<file path="src/hw/rtl/ksg_pkg.sv">
package ksg_pkg;

  // op codes carried on the input tuser
  typedef enum logic [0:0] {
    OP_START = 1'b0,
    OP_NEXT  = 1'b1
  } op_e;

  // sqrt(3)/2 with 32 fraction bits
  localparam logic [63:0] SQ3H_Q32 = 64'd3719550787;

  // commands from the controller to the datapath
  typedef struct packed {
    logic start;    // load root frame from the input word
    logic inc;      // advance child index at the current level
    logic rd;       // read frame at the current level
    logic ld;       // load divider and child select
    logic step;     // one divider chunk
    logic fin;      // capture third points
    logic diff;     // form point differences
    logic mul;      // sin60 products
    logic off;      // rotation offsets
    logic wr;       // write child frame one level down
    logic wr_leaf;  // child frame is the leaf
    logic emit;     // load output register
  } cmd_t;

  // status from the datapath to the controller
  typedef struct packed {
    logic child3;   // child index at the current level is the last one
    logic last;     // every level sits on its last child
  } status_t;

  // sin(60 deg) rounded to frac fraction bits
  function automatic logic [31:0] sin60_fixed(input int unsigned frac);
    logic [63:0] acc;
    acc = SQ3H_Q32 + (64'd1 << (31 - frac));
    return 32'(acc >> (32 - frac));
  endfunction

endpackage

</file>
<file path="src/hw/rtl/koch_segment_generator_unit.sv">
// Koch curve segment generator. A start word (tuser 0) loads a segment and
// returns the first leaf segment of its Koch subdivision at the depth held in
// the configuration register (1 to MAX_DEPTH, depth 1 returns the segment
// itself); each next word (tuser 1) returns the following leaf in depth-first
// order, with tlast on the final one, and a next word with no traversal
// running returns nothing. Words are handled one at a time. Each level of
// descent passes through the chunked divide-by-three unit, which takes eight
// dividend bits per cycle, and the multiply and rounding stages behind it.
// A next word climbs the levels until a branch with siblings left is found.
// A finished leaf waits in the output register, and a new word is taken
// while it waits.
module koch_segment_generator_unit #(
  parameter int MAX_DEPTH  = 8,
  parameter int COORD_BITS = 24,
  parameter int FRAC_BITS  = 8,
  localparam int DataW     = ((4 * COORD_BITS + 7) / 8) * 8
) (
  input  logic             clk_i,
  input  logic             rst_ni,
  input  logic             cfg_we_i,
  input  logic [3:0]       cfg_wdata_i,
  input  logic             s_axis_tvalid,
  output logic             s_axis_tready,
  // start_x, start_y, end_x, end_y, zero padding
  input  logic [DataW-1:0] s_axis_tdata,
  // op
  input  logic [0:0]       s_axis_tuser,
  output logic             m_axis_tvalid,
  input  logic             m_axis_tready,
  // from_x, from_y, to_x, to_y, zero padding
  output logic [DataW-1:0] m_axis_tdata,
  output logic             m_axis_tlast
);

  localparam int FrameW = 4 * COORD_BITS;
  localparam int LvlW   = $clog2(MAX_DEPTH);
  localparam int LevW   = $clog2(MAX_DEPTH + 1);
  localparam int NumW   = COORD_BITS + 2;
  localparam int Chunks = (NumW + 7) / 8;

  ksg_pkg::cmd_t    cmd;
  ksg_pkg::status_t status;
  logic [LvlW-1:0]  lvl;
  logic [LevW-1:0]  levels;
  logic [FrameW-1:0] out_frame;

  ksg_ctrl #(
    .MAX_DEPTH (MAX_DEPTH),
    .Chunks    (Chunks),
    .LvlW      (LvlW),
    .LevW      (LevW)
  ) u_ctrl (
    .clk_i       (clk_i),
    .rst_ni      (rst_ni),
    .cfg_we_i    (cfg_we_i),
    .cfg_wdata_i (cfg_wdata_i),
    .s_valid_i   (s_axis_tvalid),
    .s_op_i      (s_axis_tuser[0]),
    .s_ready_o   (s_axis_tready),
    .m_valid_o   (m_axis_tvalid),
    .m_ready_i   (m_axis_tready),
    .status_i    (status),
    .cmd_o       (cmd),
    .lvl_o       (lvl),
    .levels_o    (levels)
  );

  ksg_dp #(
    .MAX_DEPTH  (MAX_DEPTH),
    .COORD_BITS (COORD_BITS),
    .FRAC_BITS  (FRAC_BITS),
    .NumW       (NumW),
    .Chunks     (Chunks),
    .LvlW       (LvlW),
    .LevW       (LevW)
  ) u_dp (
    .clk_i       (clk_i),
    .cmd_i       (cmd),
    .lvl_i       (lvl),
    .levels_i    (levels),
    .in_frame_i  (s_axis_tdata[FrameW-1:0]),
    .status_o    (status),
    .out_frame_o (out_frame),
    .out_last_o  (m_axis_tlast)
  );

  // output word, padded with zeros to whole bytes
  assign m_axis_tdata = DataW'(out_frame);

endmodule

</file>
<file path="src/hw/rtl/ksg_div3.sv">
module ksg_div3 #(
  parameter int NumW   = 26,
  parameter int Chunks = 4
) (
  input  logic                 clk_i,
  input  logic                 load_i,
  input  logic                 step_i,
  input  logic [3:0][NumW-1:0] num_i,
  output logic [3:0][NumW-1:0] quot_o
);

  localparam int PadW = Chunks * 8;
  localparam int Shift = 11;
  // ceil(2^11 / 3): exact floor(v / 3) for v below 2048
  localparam logic [9:0] Recip = 10'd683;

  logic [PadW-1:0] mag_q [4];
  logic [PadW-1:0] quo_q [4];
  logic [1:0]      rem_q [4];
  logic            neg_q [4];

  logic [NumW-1:0] abs_in [4];
  logic [9:0]      v_w    [4];
  logic [19:0]     prod_w [4];
  logic [7:0]      q8_w   [4];
  logic [9:0]      r10_w  [4];
  logic [NumW-1:0] qmag_w [4];

  // one byte of the dividend per lane and cycle, remainder carried on
  always_comb begin
    for (int l = 0; l < 4; l++) begin
      abs_in[l] = num_i[l][NumW-1] ? (~num_i[l] + NumW'(1)) : num_i[l];
      v_w[l]    = {rem_q[l], mag_q[l][PadW-1 -: 8]};
      prod_w[l] = {10'd0, v_w[l]} * {10'd0, Recip};
      q8_w[l]   = prod_w[l][Shift+7:Shift];
      r10_w[l]  = v_w[l] - ({1'b0, q8_w[l], 1'b0} + {2'b00, q8_w[l]});
      qmag_w[l] = quo_q[l][NumW-1:0];
      quot_o[l] = neg_q[l] ? (~qmag_w[l] + NumW'(1)) : qmag_w[l];
    end
  end

  // lane registers, truncation toward zero by sign and magnitude
  always_ff @(posedge clk_i) begin
    for (int l = 0; l < 4; l++) begin
      if (load_i) begin
        neg_q[l] <= num_i[l][NumW-1];
        mag_q[l] <= PadW'(abs_in[l]);
        rem_q[l] <= 2'b00;
        quo_q[l] <= '0;
      end else if (step_i) begin
        mag_q[l] <= {mag_q[l][PadW-9:0], 8'h00};
        quo_q[l] <= {quo_q[l][PadW-9:0], q8_w[l]};
        rem_q[l] <= r10_w[l][1:0];
      end
    end
  end

endmodule

</file>
<file path="src/hw/rtl/ksg_ctrl.sv">
module ksg_ctrl #(
  parameter int MAX_DEPTH = 8,
  parameter int Chunks    = 4,
  parameter int LvlW      = 3,
  parameter int LevW      = 4
) (
  input  logic             clk_i,
  input  logic             rst_ni,
  input  logic             cfg_we_i,
  input  logic [3:0]       cfg_wdata_i,
  input  logic             s_valid_i,
  input  logic             s_op_i,
  output logic             s_ready_o,
  output logic             m_valid_o,
  input  logic             m_ready_i,
  input  ksg_pkg::status_t status_i,
  output ksg_pkg::cmd_t    cmd_o,
  output logic [LvlW-1:0]  lvl_o,
  output logic [LevW-1:0]  levels_o
);

  localparam int CntW = $clog2(Chunks);

  typedef enum logic [3:0] {
    StIdle, StSrch, StRd, StLd, StDiv, StFin, StDiff, StMul, StOff, StWr, StEmit
  } state_e;

  state_e            state_q;
  logic [LvlW-1:0]   k_q;
  logic [LevW-1:0]   levels_q;
  logic              active_q;
  logic [CntW-1:0]   cnt_q;
  logic              m_valid_q;
  logic [3:0]        depth_q;

  logic              s_fire;
  logic              is_start;
  logic              out_free;
  logic              next_is_leaf;
  logic [4:0]        d5;
  logic [LevW-1:0]   clamp_lv;

  assign s_ready_o = (state_q == StIdle);
  assign m_valid_o = m_valid_q;
  assign lvl_o     = k_q;
  assign levels_o  = levels_q;
  assign s_fire    = s_valid_i && s_ready_o;
  assign is_start  = (s_op_i == ksg_pkg::OP_START);
  assign out_free  = !m_valid_q || m_ready_i;
  assign next_is_leaf = (LevW'(k_q) + LevW'(1)) == (levels_q - LevW'(1));

  // depth clamped to one .. MAX_DEPTH
  always_comb begin
    d5 = {1'b0, depth_q};
    if (d5 == 5'd0) begin
      clamp_lv = LevW'(1);
    end else if (d5 > 5'(MAX_DEPTH)) begin
      clamp_lv = LevW'(MAX_DEPTH);
    end else begin
      clamp_lv = LevW'(d5);
    end
  end

  // command decode
  always_comb begin
    cmd_o = '0;
    case (state_q)
      StIdle: cmd_o.start = s_fire && is_start;
      StSrch: cmd_o.inc   = !status_i.child3;
      StRd:   cmd_o.rd    = 1'b1;
      StLd:   cmd_o.ld    = 1'b1;
      StDiv:  cmd_o.step  = 1'b1;
      StFin:  cmd_o.fin   = 1'b1;
      StDiff: cmd_o.diff  = 1'b1;
      StMul:  cmd_o.mul   = 1'b1;
      StOff:  cmd_o.off   = 1'b1;
      StWr: begin
        cmd_o.wr      = 1'b1;
        cmd_o.wr_leaf = next_is_leaf;
      end
      StEmit: cmd_o.emit = out_free;
      default: cmd_o = '0;
    endcase
  end

  // sequencer: descend one level per pass, search upwards for the next branch
  always_ff @(posedge clk_i or negedge rst_ni) begin
    if (!rst_ni) begin
      state_q   <= StIdle;
      k_q       <= '0;
      levels_q  <= LevW'(1);
      active_q  <= 1'b0;
      cnt_q     <= '0;
      m_valid_q <= 1'b0;
      depth_q   <= 4'd4;
    end else begin
      if (cfg_we_i) begin
        depth_q <= cfg_wdata_i;
      end
      // output valid: set on emit, cleared once the word is taken
      if ((state_q == StEmit) && out_free) begin
        m_valid_q <= 1'b1;
      end else if (m_ready_i) begin
        m_valid_q <= 1'b0;
      end
      case (state_q)
        StIdle: begin
          if (s_fire) begin
            if (is_start) begin
              levels_q <= clamp_lv;
              active_q <= 1'b1;
              k_q      <= '0;
              state_q  <= (clamp_lv == LevW'(1)) ? StEmit : StRd;
            end else if (active_q) begin
              if (levels_q == LevW'(1)) begin
                active_q <= 1'b0;
              end else begin
                k_q     <= LvlW'(levels_q - LevW'(2));
                state_q <= StSrch;
              end
            end
          end
        end
        StSrch: begin
          if (!status_i.child3) begin
            state_q <= StRd;
          end else if (k_q == '0) begin
            active_q <= 1'b0;
            state_q  <= StIdle;
          end else begin
            k_q <= k_q - LvlW'(1);
          end
        end
        StRd: state_q <= StLd;
        StLd: begin
          cnt_q   <= '0;
          state_q <= StDiv;
        end
        StDiv: begin
          if (cnt_q == CntW'(Chunks - 1)) begin
            state_q <= StFin;
          end else begin
            cnt_q <= cnt_q + CntW'(1);
          end
        end
        StFin:  state_q <= StDiff;
        StDiff: state_q <= StMul;
        StMul:  state_q <= StOff;
        StOff:  state_q <= StWr;
        StWr: begin
          if (next_is_leaf) begin
            state_q <= StEmit;
          end else begin
            k_q     <= k_q + LvlW'(1);
            state_q <= StRd;
          end
        end
        StEmit: begin
          if (out_free) begin
            if (status_i.last) begin
              active_q <= 1'b0;
            end
            state_q <= StIdle;
          end
        end
        default: state_q <= StIdle;
      endcase
    end
  end

`ifndef SYNTHESIS
  a_emit_needs_active: assert property (@(posedge clk_i) disable iff (!rst_ni)
    (state_q == StEmit) |-> active_q)
    else $error("leaf emitted with no traversal running");

  a_level_in_range: assert property (@(posedge clk_i) disable iff (!rst_ni)
    (state_q != StIdle) |-> (LevW'(k_q) < levels_q))
    else $error("level index beyond latched depth");

  a_levels_legal: assert property (@(posedge clk_i) disable iff (!rst_ni)
    (levels_q != '0) && (levels_q <= LevW'(MAX_DEPTH)))
    else $error("latched depth out of range");

  a_last_ends_run: assert property (@(posedge clk_i) disable iff (!rst_ni)
    (cmd_o.emit && status_i.last) |=> !active_q)
    else $error("traversal still active after final leaf");
`endif

endmodule

</file>
<file path="src/hw/rtl/ksg_dp.sv">
module ksg_dp #(
  parameter int MAX_DEPTH  = 8,
  parameter int COORD_BITS = 24,
  parameter int FRAC_BITS  = 8,
  parameter int NumW       = 26,
  parameter int Chunks     = 4,
  parameter int LvlW       = 3,
  parameter int LevW       = 4
) (
  input  logic                    clk_i,
  input  ksg_pkg::cmd_t           cmd_i,
  input  logic [LvlW-1:0]         lvl_i,
  input  logic [LevW-1:0]         levels_i,
  input  logic [4*COORD_BITS-1:0] in_frame_i,
  output ksg_pkg::status_t        status_o,
  output logic [4*COORD_BITS-1:0] out_frame_o,
  output logic                    out_last_o
);

  localparam int CW     = COORD_BITS;
  localparam int FrameW = 4 * CW;
  localparam int SinW   = FRAC_BITS + 2;
  localparam int ProdW  = CW + 1 + SinW;
  localparam int AccW   = CW + FRAC_BITS + 5;
  localparam logic signed [SinW-1:0] Sin60 = SinW'(ksg_pkg::sin60_fixed(FRAC_BITS));

  localparam logic [1:0] ChildHead = 2'd0;
  localparam logic [1:0] ChildRise = 2'd1;
  localparam logic [1:0] ChildFall = 2'd2;
  localparam logic [1:0] ChildTail = 2'd3;

  // frame store: {to_y, to_x, from_y, from_x} per level
  logic [FrameW-1:0] mem_q [MAX_DEPTH];
  logic [FrameW-1:0] rd_q;
  logic [1:0]        child_q [MAX_DEPTH];
  logic [1:0]        sel_q;

  logic signed [CW-1:0]    x3_q, y3_q, x4_q, y4_q;
  logic signed [CW:0]      dx_q, dy_q;
  logic signed [ProdW-1:0] px_q, py_q;
  logic [CW-1:0]           offx_q, offy_q;
  logic [FrameW-1:0]       leaf_q;
  logic [FrameW-1:0]       out_q;
  logic                    last_q;

  logic signed [CW-1:0]  x1_w, y1_w, x2_w, y2_w;
  logic [3:0][NumW-1:0]  num_w;
  logic [3:0][NumW-1:0]  quot_w;
  logic [LvlW-1:0]       lvl_nxt;
  logic signed [AccW-1:0] accx_w, accy_w;
  logic [CW-1:0]         x5_w, y5_w;
  logic [FrameW-1:0]     child_word;
  logic                  last_w;

  assign x1_w = rd_q[CW-1:0];
  assign y1_w = rd_q[2*CW-1:CW];
  assign x2_w = rd_q[3*CW-1:2*CW];
  assign y2_w = rd_q[4*CW-1:3*CW];
  assign lvl_nxt = lvl_i + LvlW'(1);

  // third point numerators: 2*p1+p2 and p1+2*p2
  assign num_w[0] = (NumW'(x1_w) <<< 1) + NumW'(x2_w);
  assign num_w[1] = (NumW'(y1_w) <<< 1) + NumW'(y2_w);
  assign num_w[2] = NumW'(x1_w) + (NumW'(x2_w) <<< 1);
  assign num_w[3] = NumW'(y1_w) + (NumW'(y2_w) <<< 1);

  ksg_div3 #(
    .NumW   (NumW),
    .Chunks (Chunks)
  ) u_div3 (
    .clk_i  (clk_i),
    .load_i (cmd_i.ld),
    .step_i (cmd_i.step),
    .num_i  (num_w),
    .quot_o (quot_w)
  );

  // rotation offsets, rounded to nearest with ties upward
  assign accx_w = (AccW'(dx_q) <<< FRAC_BITS) + (AccW'(px_q) <<< 1)
                + (AccW'(1) <<< FRAC_BITS);
  assign accy_w = (AccW'(dy_q) <<< FRAC_BITS) - (AccW'(py_q) <<< 1)
                + (AccW'(1) <<< FRAC_BITS);

  // bump point and child selection
  always_comb begin
    x5_w = x3_q + offx_q;
    y5_w = y3_q + offy_q;
    case (sel_q)
      ChildHead: child_word = {y3_q, x3_q, y1_w, x1_w};
      ChildRise: child_word = {y5_w, x5_w, y3_q, x3_q};
      ChildFall: child_word = {y4_q, x4_q, y5_w, x5_w};
      ChildTail: child_word = {y2_w, x2_w, y4_q, x4_q};
      default:   child_word = {y2_w, x2_w, y4_q, x4_q};
    endcase
  end

  // final leaf when every level above it sits on its last child
  always_comb begin
    last_w = 1'b1;
    for (int i = 0; i < MAX_DEPTH; i++) begin
      if ((i + 1) < int'(levels_i) && child_q[i] != ChildTail) begin
        last_w = 1'b0;
      end
    end
  end

  assign status_o.child3 = (child_q[lvl_i] == ChildTail);
  assign status_o.last   = last_w;
  assign out_frame_o     = out_q;
  assign out_last_o      = last_q;

  // frame store, one write and one registered read
  always_ff @(posedge clk_i) begin
    if (cmd_i.start) begin
      mem_q[LvlW'(0)] <= in_frame_i;
    end else if (cmd_i.wr) begin
      mem_q[lvl_nxt] <= child_word;
    end
    if (cmd_i.rd) begin
      rd_q <= mem_q[lvl_i];
    end
  end

  // child indexes per level
  always_ff @(posedge clk_i) begin
    if (cmd_i.start) begin
      child_q[LvlW'(0)] <= ChildHead;
    end
    if (cmd_i.inc) begin
      child_q[lvl_i] <= child_q[lvl_i] + 2'd1;
    end
    if (cmd_i.wr) begin
      child_q[lvl_nxt] <= ChildHead;
    end
  end

  // split pipeline registers
  always_ff @(posedge clk_i) begin
    if (cmd_i.ld) begin
      sel_q <= child_q[lvl_i];
    end
    if (cmd_i.fin) begin
      x3_q <= quot_w[0][CW-1:0];
      y3_q <= quot_w[1][CW-1:0];
      x4_q <= quot_w[2][CW-1:0];
      y4_q <= quot_w[3][CW-1:0];
    end
    if (cmd_i.diff) begin
      dx_q <= (CW+1)'(x4_q) - (CW+1)'(x3_q);
      dy_q <= (CW+1)'(y4_q) - (CW+1)'(y3_q);
    end
    if (cmd_i.mul) begin
      px_q <= dy_q * Sin60;
      py_q <= dx_q * Sin60;
    end
    if (cmd_i.off) begin
      offx_q <= accx_w[FRAC_BITS+1 +: CW];
      offy_q <= accy_w[FRAC_BITS+1 +: CW];
    end
  end

  // leaf and output words
  always_ff @(posedge clk_i) begin
    if (cmd_i.start) begin
      leaf_q <= in_frame_i;
    end else if (cmd_i.wr && cmd_i.wr_leaf) begin
      leaf_q <= child_word;
    end
    if (cmd_i.emit) begin
      out_q  <= leaf_q;
      last_q <= last_w;
    end
  end

endmodule
</file>
<file path="config.mk">
export PLATFORM = sky130hd
export DESIGN_NAME = koch_segment_generator_unit
export DESIGN_NICKNAME = d
export VERILOG_FILES = /design/src/hw/rtl/ksg_pkg.sv /design/src/hw/rtl/koch_segment_generator_unit.sv /design/src/hw/rtl/ksg_div3.sv /design/src/hw/rtl/ksg_ctrl.sv /design/src/hw/rtl/ksg_dp.sv
export SDC_FILE = /design/constraint.sdc
export NUM_CORES = 2
export LEC_CHECK = 0
export ABC_CLOCK_PERIOD_IN_PS = 27000
export BUFFER_PORTS_ARGS = -buffer_cell sky130_fd_sc_hd__buf_2
export CORE_ASPECT_RATIO = 2
export CORE_MARGIN = 2
export CORE_UTILIZATION = 55
export CTS_BUF_LIST = sky130_fd_sc_hd__clkbuf_8 sky130_fd_sc_hd__clkbuf_16
export DETAILED_ROUTE_END_ITERATION = 8
export PLACE_DENSITY = 0.73
export SLEW_MARGIN = 20
export SYNTH_ARGS = -nofsm -noshare
export SYNTH_HDL_FRONTEND = slang
export SYNTH_HIERARCHICAL = 1
export SYNTH_SLANG_ARGS = --single-unit
</file>
<file path="constraint.sdc">
create_clock -name clk_i -period 27 [get_ports clk_i]
set_clock_uncertainty 0.05 [all_clocks]
set_input_delay 5.4 -clock clk_i [delete_from_list [all_inputs] [get_ports clk_i]]
set_output_delay 5.4 -clock clk_i [all_outputs]
set_load 0.05 [all_outputs]
</file>
=== Word level (Yosys, flattened, before mapping) ===
Memory sizes are Yosys's and may differ from the RTL's. A register that Yosys moved wholly into a read port is not among the register bits.
Index checks and enable logic that the tools add are counted.
W data, S select, Z words.

* Flip-flop bits (word level): 470
* Memory bits (writable): 1052
* Input port bits: 106
* Output and inout bits: 99
* Logic and storage cells: 266
* Memories kept: 6

{| class="wikitable"
|+ Memory list
! name !! depth !! bits a word !! read ports !! clocked after memory_dff !! write ports !! line !! text
|-
| u_dp.mem_q || 8 || 96 || 1 || 1 || 1 || ksg_dp.sv:33 || <nowiki>logic [FrameW-1:0] mem_q [MAX_DEPTH];</nowiki>
|-
| u_dp.u_div3.mag_q || 4 || 32 || 4 || 0 || 4 || ksg_div3.sv:17 || <nowiki>logic [PadW-1:0] mag_q [4];</nowiki>
|-
| u_dp.u_div3.quo_q || 4 || 32 || 4 || 0 || 4 || ksg_div3.sv:18 || <nowiki>logic [PadW-1:0] quo_q [4];</nowiki>
|-
| u_dp.child_q || 8 || 2 || 9 || 0 || 1 || ksg_dp.sv:35 || <nowiki>logic [1:0] child_q [MAX_DEPTH];</nowiki>
|-
| u_dp.u_div3.rem_q || 4 || 2 || 4 || 0 || 4 || ksg_div3.sv:19 || <nowiki>logic [1:0] rem_q [4];</nowiki>
|-
| u_dp.u_div3.neg_q || 4 || 1 || 4 || 0 || 4 || ksg_div3.sv:20 || <nowiki>logic neg_q [4];</nowiki>
|}

* $add $sub $neg: 35
* $mul: 6
* Magnitude comparators: 9
* Equality and inequality tests: 38
* Mux-type cells: 98
* Bitwise operators: 21
* Reduce and logical (&&, ||, !) cells: 32

{| class="wikitable"
|+ Operators with widths
! kind !! count
|-
| $pmux W96 S4 || 1
|-
| $mux W96 || 3
|-
| $mux W32 || 8
|-
| $add A26 B1 Y26 const B || 4
|-
| $mux W26 || 4
|-
| $not A26 Y26 || 4
|-
| $add A24 B1 Y24 const B || 4
|-
| $mux W24 || 4
|-
| $not A24 Y24 || 4
|-
| $reduce_or A96 Y1 || 1
|-
| $mul A10 B10 Y19 const B || 4
|-
| $add A33 B10 Y33 const B || 2
|-
| $mul A25 B8 Y31 const B || 2
|-
| $add A24 B25 Y26 || 2
|-
| $add A25 B24 Y26 || 2
|-
| $sub A24 B24 Y25 || 2
|-
| $add A24 B24 Y24 || 2
|-
| $mux W4 || 12
|-
| $mux W1 || 44
|-
| $pmux W4 S11 || 1
|-
| $add A33 B33 Y33 || 1
|-
| $sub A33 B33 Y33 || 1
|-
| $mux W3 || 10
|-
| $ne A2 B2 Y1 const B || 12
|-
| other kinds (41) || 105
|}

=== Logic depth before layout (Yosys ltp) ===
An unclocked memory read counts as a cell.

* Depth in word-level cells: 14
* Mapped depth: 21

=== By module ===
Netlist, hierarchy kept.

{| class="wikitable"
|+ Modules (own cells, without submodules)
! module !! instances !! cells an instance !! area each (µm²) !! sequential area each (µm²)
|-
| ksg_dp || 1 || 5114 || 70955.6 || 39628.0
|-
| ksg_div3 || 1 || 1972 || 20174.3 || 7247.0
|-
| ksg_ctrl || 1 || 155 || 1417.6 || 478.0
|}

=== Worst setup path after synthesis ===
OpenSTA, ideal clock, no wires.

* Path kind: input to register
* Start point: input port s_axis_tuser
* End point: memory u_dp/mem_q[4][0] (netlist name) (enable)
* Library setup time: 0.787 ns
* Arrival: 15.432 ns
* Required time: 26.163 ns
* Path slack: 10.731 ns
* Stages on the path: 7
* Path through: clkbuf_2 nor4_4 nand2_1 inv_2 clkbuf_1 clkbuf_1 nor4_1

{| class="wikitable"
|+ RTL lines
! item !! line !! text
|-
| from (decl) || koch_segment_generator_unit.sv:27 || <nowiki>input logic [0:0] s_axis_tuser,</nowiki>
|-
| to (decl) || ksg_dp.sv:33 ||
|}

==> flow_metrics.py <==
metrics = {
    "timing": {
        "max_freq_mhz": 123.1,
        "setup_tns_ps": 0,
        "hold_ws_ps": 364.5,
        "setup-violations-final": 0,
        "rsz0062_at_grt": "false",
        "fin_crit_sh_pct": 30.09,
        "slew_viol_final": 0,
        "min_period_ps": 8125,
        "slew_headroom_pct": 18.04,
        "tightest_slew_ps": 1217,
        "hold_viol": 0,
    },
    "grt": {
        "grtUsageTotal_pct": 30.42,
        "grt_pass1_vias": 61140,
        "grt-ovfl-total": 0,
        "grt_pass1_wl_um": 384700,
        "antenna_found_initial": 23,
        "grt_max_degree": 100,
    },
    "placement": {
        "dp_cells": 9389,
        "dp_hpwl_um": 192400,
        "port-buffer-count": 204,
        "gp_congestion": 0.9852,
    },
    "critical_path": {
        "start_kind": "primary input",
        "r2r-start": "u_dp/dx_q[3]",
        "worstSetupEndpointType": "flip-flop",
        "critical_path_class": "primary input to flip-flop",
        "path_max_fanout": 53,
        "r2r_cells": 18,
        "required_ps": 27340,
        "rr_endpoint": "u_dp/py_q[31]",
        "reg2reg_slack_ps": 21260,
        "crit_arrival_ps": 8470,
    },
    "logic_synthesis": {
        "netlist_area_um2": 92110,
        "yosysWarnings": 6,
        "synth_nets": 8266,
        "avgSynthCellArea_um2": 12.78,
        "syn_inst": 7208,
    },
    "floorplan": {
        "fp-row-count": 212,
        "ios": 205,
        "die_h_um": 582.7,
        "die_x_um": 293.4,
        "die_area_um2": 171000,
        "core_area_um2": 166600,
        "initial_utilization_pct": 55.30,
    },
    "clock_network": {
        "clkSlewWorstSetupHoldPaths_ps": 70,
        "cts-root-buf": "clkbuf_16",
        "htreeDepth": 4,
        "cts_tree": "yes",
        "clk_path_buf_depth": 4,
        "clk_latency_ps": 830,
        "cts_resized": 0,
        "hold_buffers": 0,
        "cts_made_buffers": 143,
        "cts_setup_buffers": 0,
        "cts.sinks": 1580,
    },
    "drt": {
        "drt_iter0_markers": 6436,
        "routed_via_density": 6.276,
        "num_vias": 60550,
        "routed_wl_um": 259800,
        "firstDrtPassIters": 6,
        "route.detailed.drc": 0,
        "wl_per_cell_um": 26.93,
        "ant_nets": 0,
    },
    "min_path": {
        "hold_end": "u_dp/out_frame_o[67]",
        "hold_path.class": "flip-flop to flip-flop",
        "hold_depth": 0,
        "worstHoldStart": "u_dp/leaf_q[67]",
    },
    "layout": {
        "drive_above_1_share_pct": 12.74,
        "nets": 8452,
        "fillCellCount": 12810,
        "syn_to_final_growth_pct": 8.652,
        "multi_input_area_um2": 41520,
        "layoutNonFillerInstCount": 9647,
        "seqCellArea_um2": 47120,
    },
    "run_status": {
        "status": "finished clean",
    },
    "run": {
        "maxCapViolations": 0,
    },
}
cell type report:
| cell class | instances | area share, % |
|---|---|---|
| Antenna cell | 11 | 0.02750 |
| Clock buffer | 146 | 3.651 |
| Clock inverter | 101 | 0.8289 |
| Multi-Input combinational cell | 4694 | 41.49 |
| Inverter | 705 | 2.648 |
| Tap cell | 2140 | 2.675 |
| Timing Repair Buffer | 270 | 1.593 |
| Sequential cell | 1580 | 47.09 |
metal layers:
| metal | track usage, % | vias to the layer above | wire (um) |
|---|---|---|---|
| li1 | - | 26870 | - |
| met1 | 35.74 | 30170 | 89700 |
| met2 | 52.82 | 2827 | 130900 |
| met3 | 4.224 | 675 | 20470 |
| met4 | 18.39 | 4 | 18730 |
| met5 | 0 | - | 24 |
critical path, cell delays in order:
cell     delay [ps]
buf_2           210
nor4_4           80
nand2_1         210
inv_4           130
nor4_2          710
buf_4           670
buf_4           830
registers in the layout, summed over array words and instances (netlist names), 24 cells and up:
register           flops
u_dp/u_div3/quo_q     96
u_dp/px_q             25
u_dp/leaf_q           96
u_dp/out_frame_o      96
u_dp/rd_q             96
u_dp/u_div3/mag_q    128
u_dp/y4_q             24
u_dp/mem_q           768
u_dp/py_q             31
u_dp/offy_q           24
u_dp/x3_q             24
u_dp/dy_q             25
u_dp/x4_q             24
u_dp/offx_q           24
u_dp/y3_q             24
u_dp/dx_q             25
cell usage in the layout, fill, tap and decap left out, types with 21 or more instances in the layout:
| cell | instances |
|---|---|
| a21oi_1 | 259 |
| or3_1 | 60 |
| nand3_1 | 61 |
| nor2b_1 | 60 |
| o22ai_1 | 35 |
| o211ai_1 | 24 |
| xnor2_1 | 336 |
| mux2i_1 | 61 |
| inv_1 | 712 |
| clkinv_1 | 30 |
| o41ai_1 | 26 |
| nand2_1 | 582 |
| fa_1 | 253 |
| mux4_2 | 239 |
| and2_1 | 21 |
| buf_4 | 61 |
| mux2_2 | 138 |
| o21a_1 | 46 |
| a21o_1 | 132 |
| xor2_1 | 170 |
| dfxtp_1 | 24 |
| a21boi_0 | 21 |
| or2_2 | 23 |
| nor2_1 | 318 |
| nand4_1 | 34 |
| clkbuf_16 | 146 |
| a211oi_1 | 42 |
| edfxtp_1 | 1537 |
| buf_2 | 204 |
| a31oi_1 | 51 |
| and3_1 | 104 |
| o21bai_1 | 40 |
| o21ai_0 | 322 |
| nor3_1 | 96 |
| o31ai_1 | 84 |
| ha_1 | 699 |
| nand2b_1 | 59 |
worst max path at each step:
| stage | from | endpoint | slack, ps | cells past startpoint |
|---|---|---|---|---|
| finish | s_axis_tuser | u_dp/mem_q[1][87] | 18870 | 7 |
| global route | s_axis_tuser | u_dp/mem_q[4][69] | 18690 | 10 |
| CTS | s_axis_tuser | u_dp/mem_q[1][87] | 18920 | 7 |
| detailed placement | s_axis_tuser | u_dp/mem_q[1][42] | 18110 | 7 |
| global placement | s_axis_tuser | u_dp/mem_q[1][42] | 18190 | 7 |
| floorplan | s_axis_tuser | u_dp/mem_q[4][0] | 10730 | 7 |
metrics by stage:
| stage | setup slack [ps] | cell area (um2) | util, % |
|---|---|---|---|
| 2_1_floorplan | 10730 | 92110 | - |
| 3_3_place_gp | 18190 | 95510 | 57.34 |
| 3_5_place_dp | 18110 | 95560 | 57.37 |
| 4_1_cts | 18920 | 100000 | 60.06 |
| 5_1_grt | 18690 | 100100 | 60.07 |
| 6_report | 18870 | 100100 | 60.08 |
Power is not shown: default switching activity piles up to over one toggle a cycle in this logic, so the estimate is an artifact.
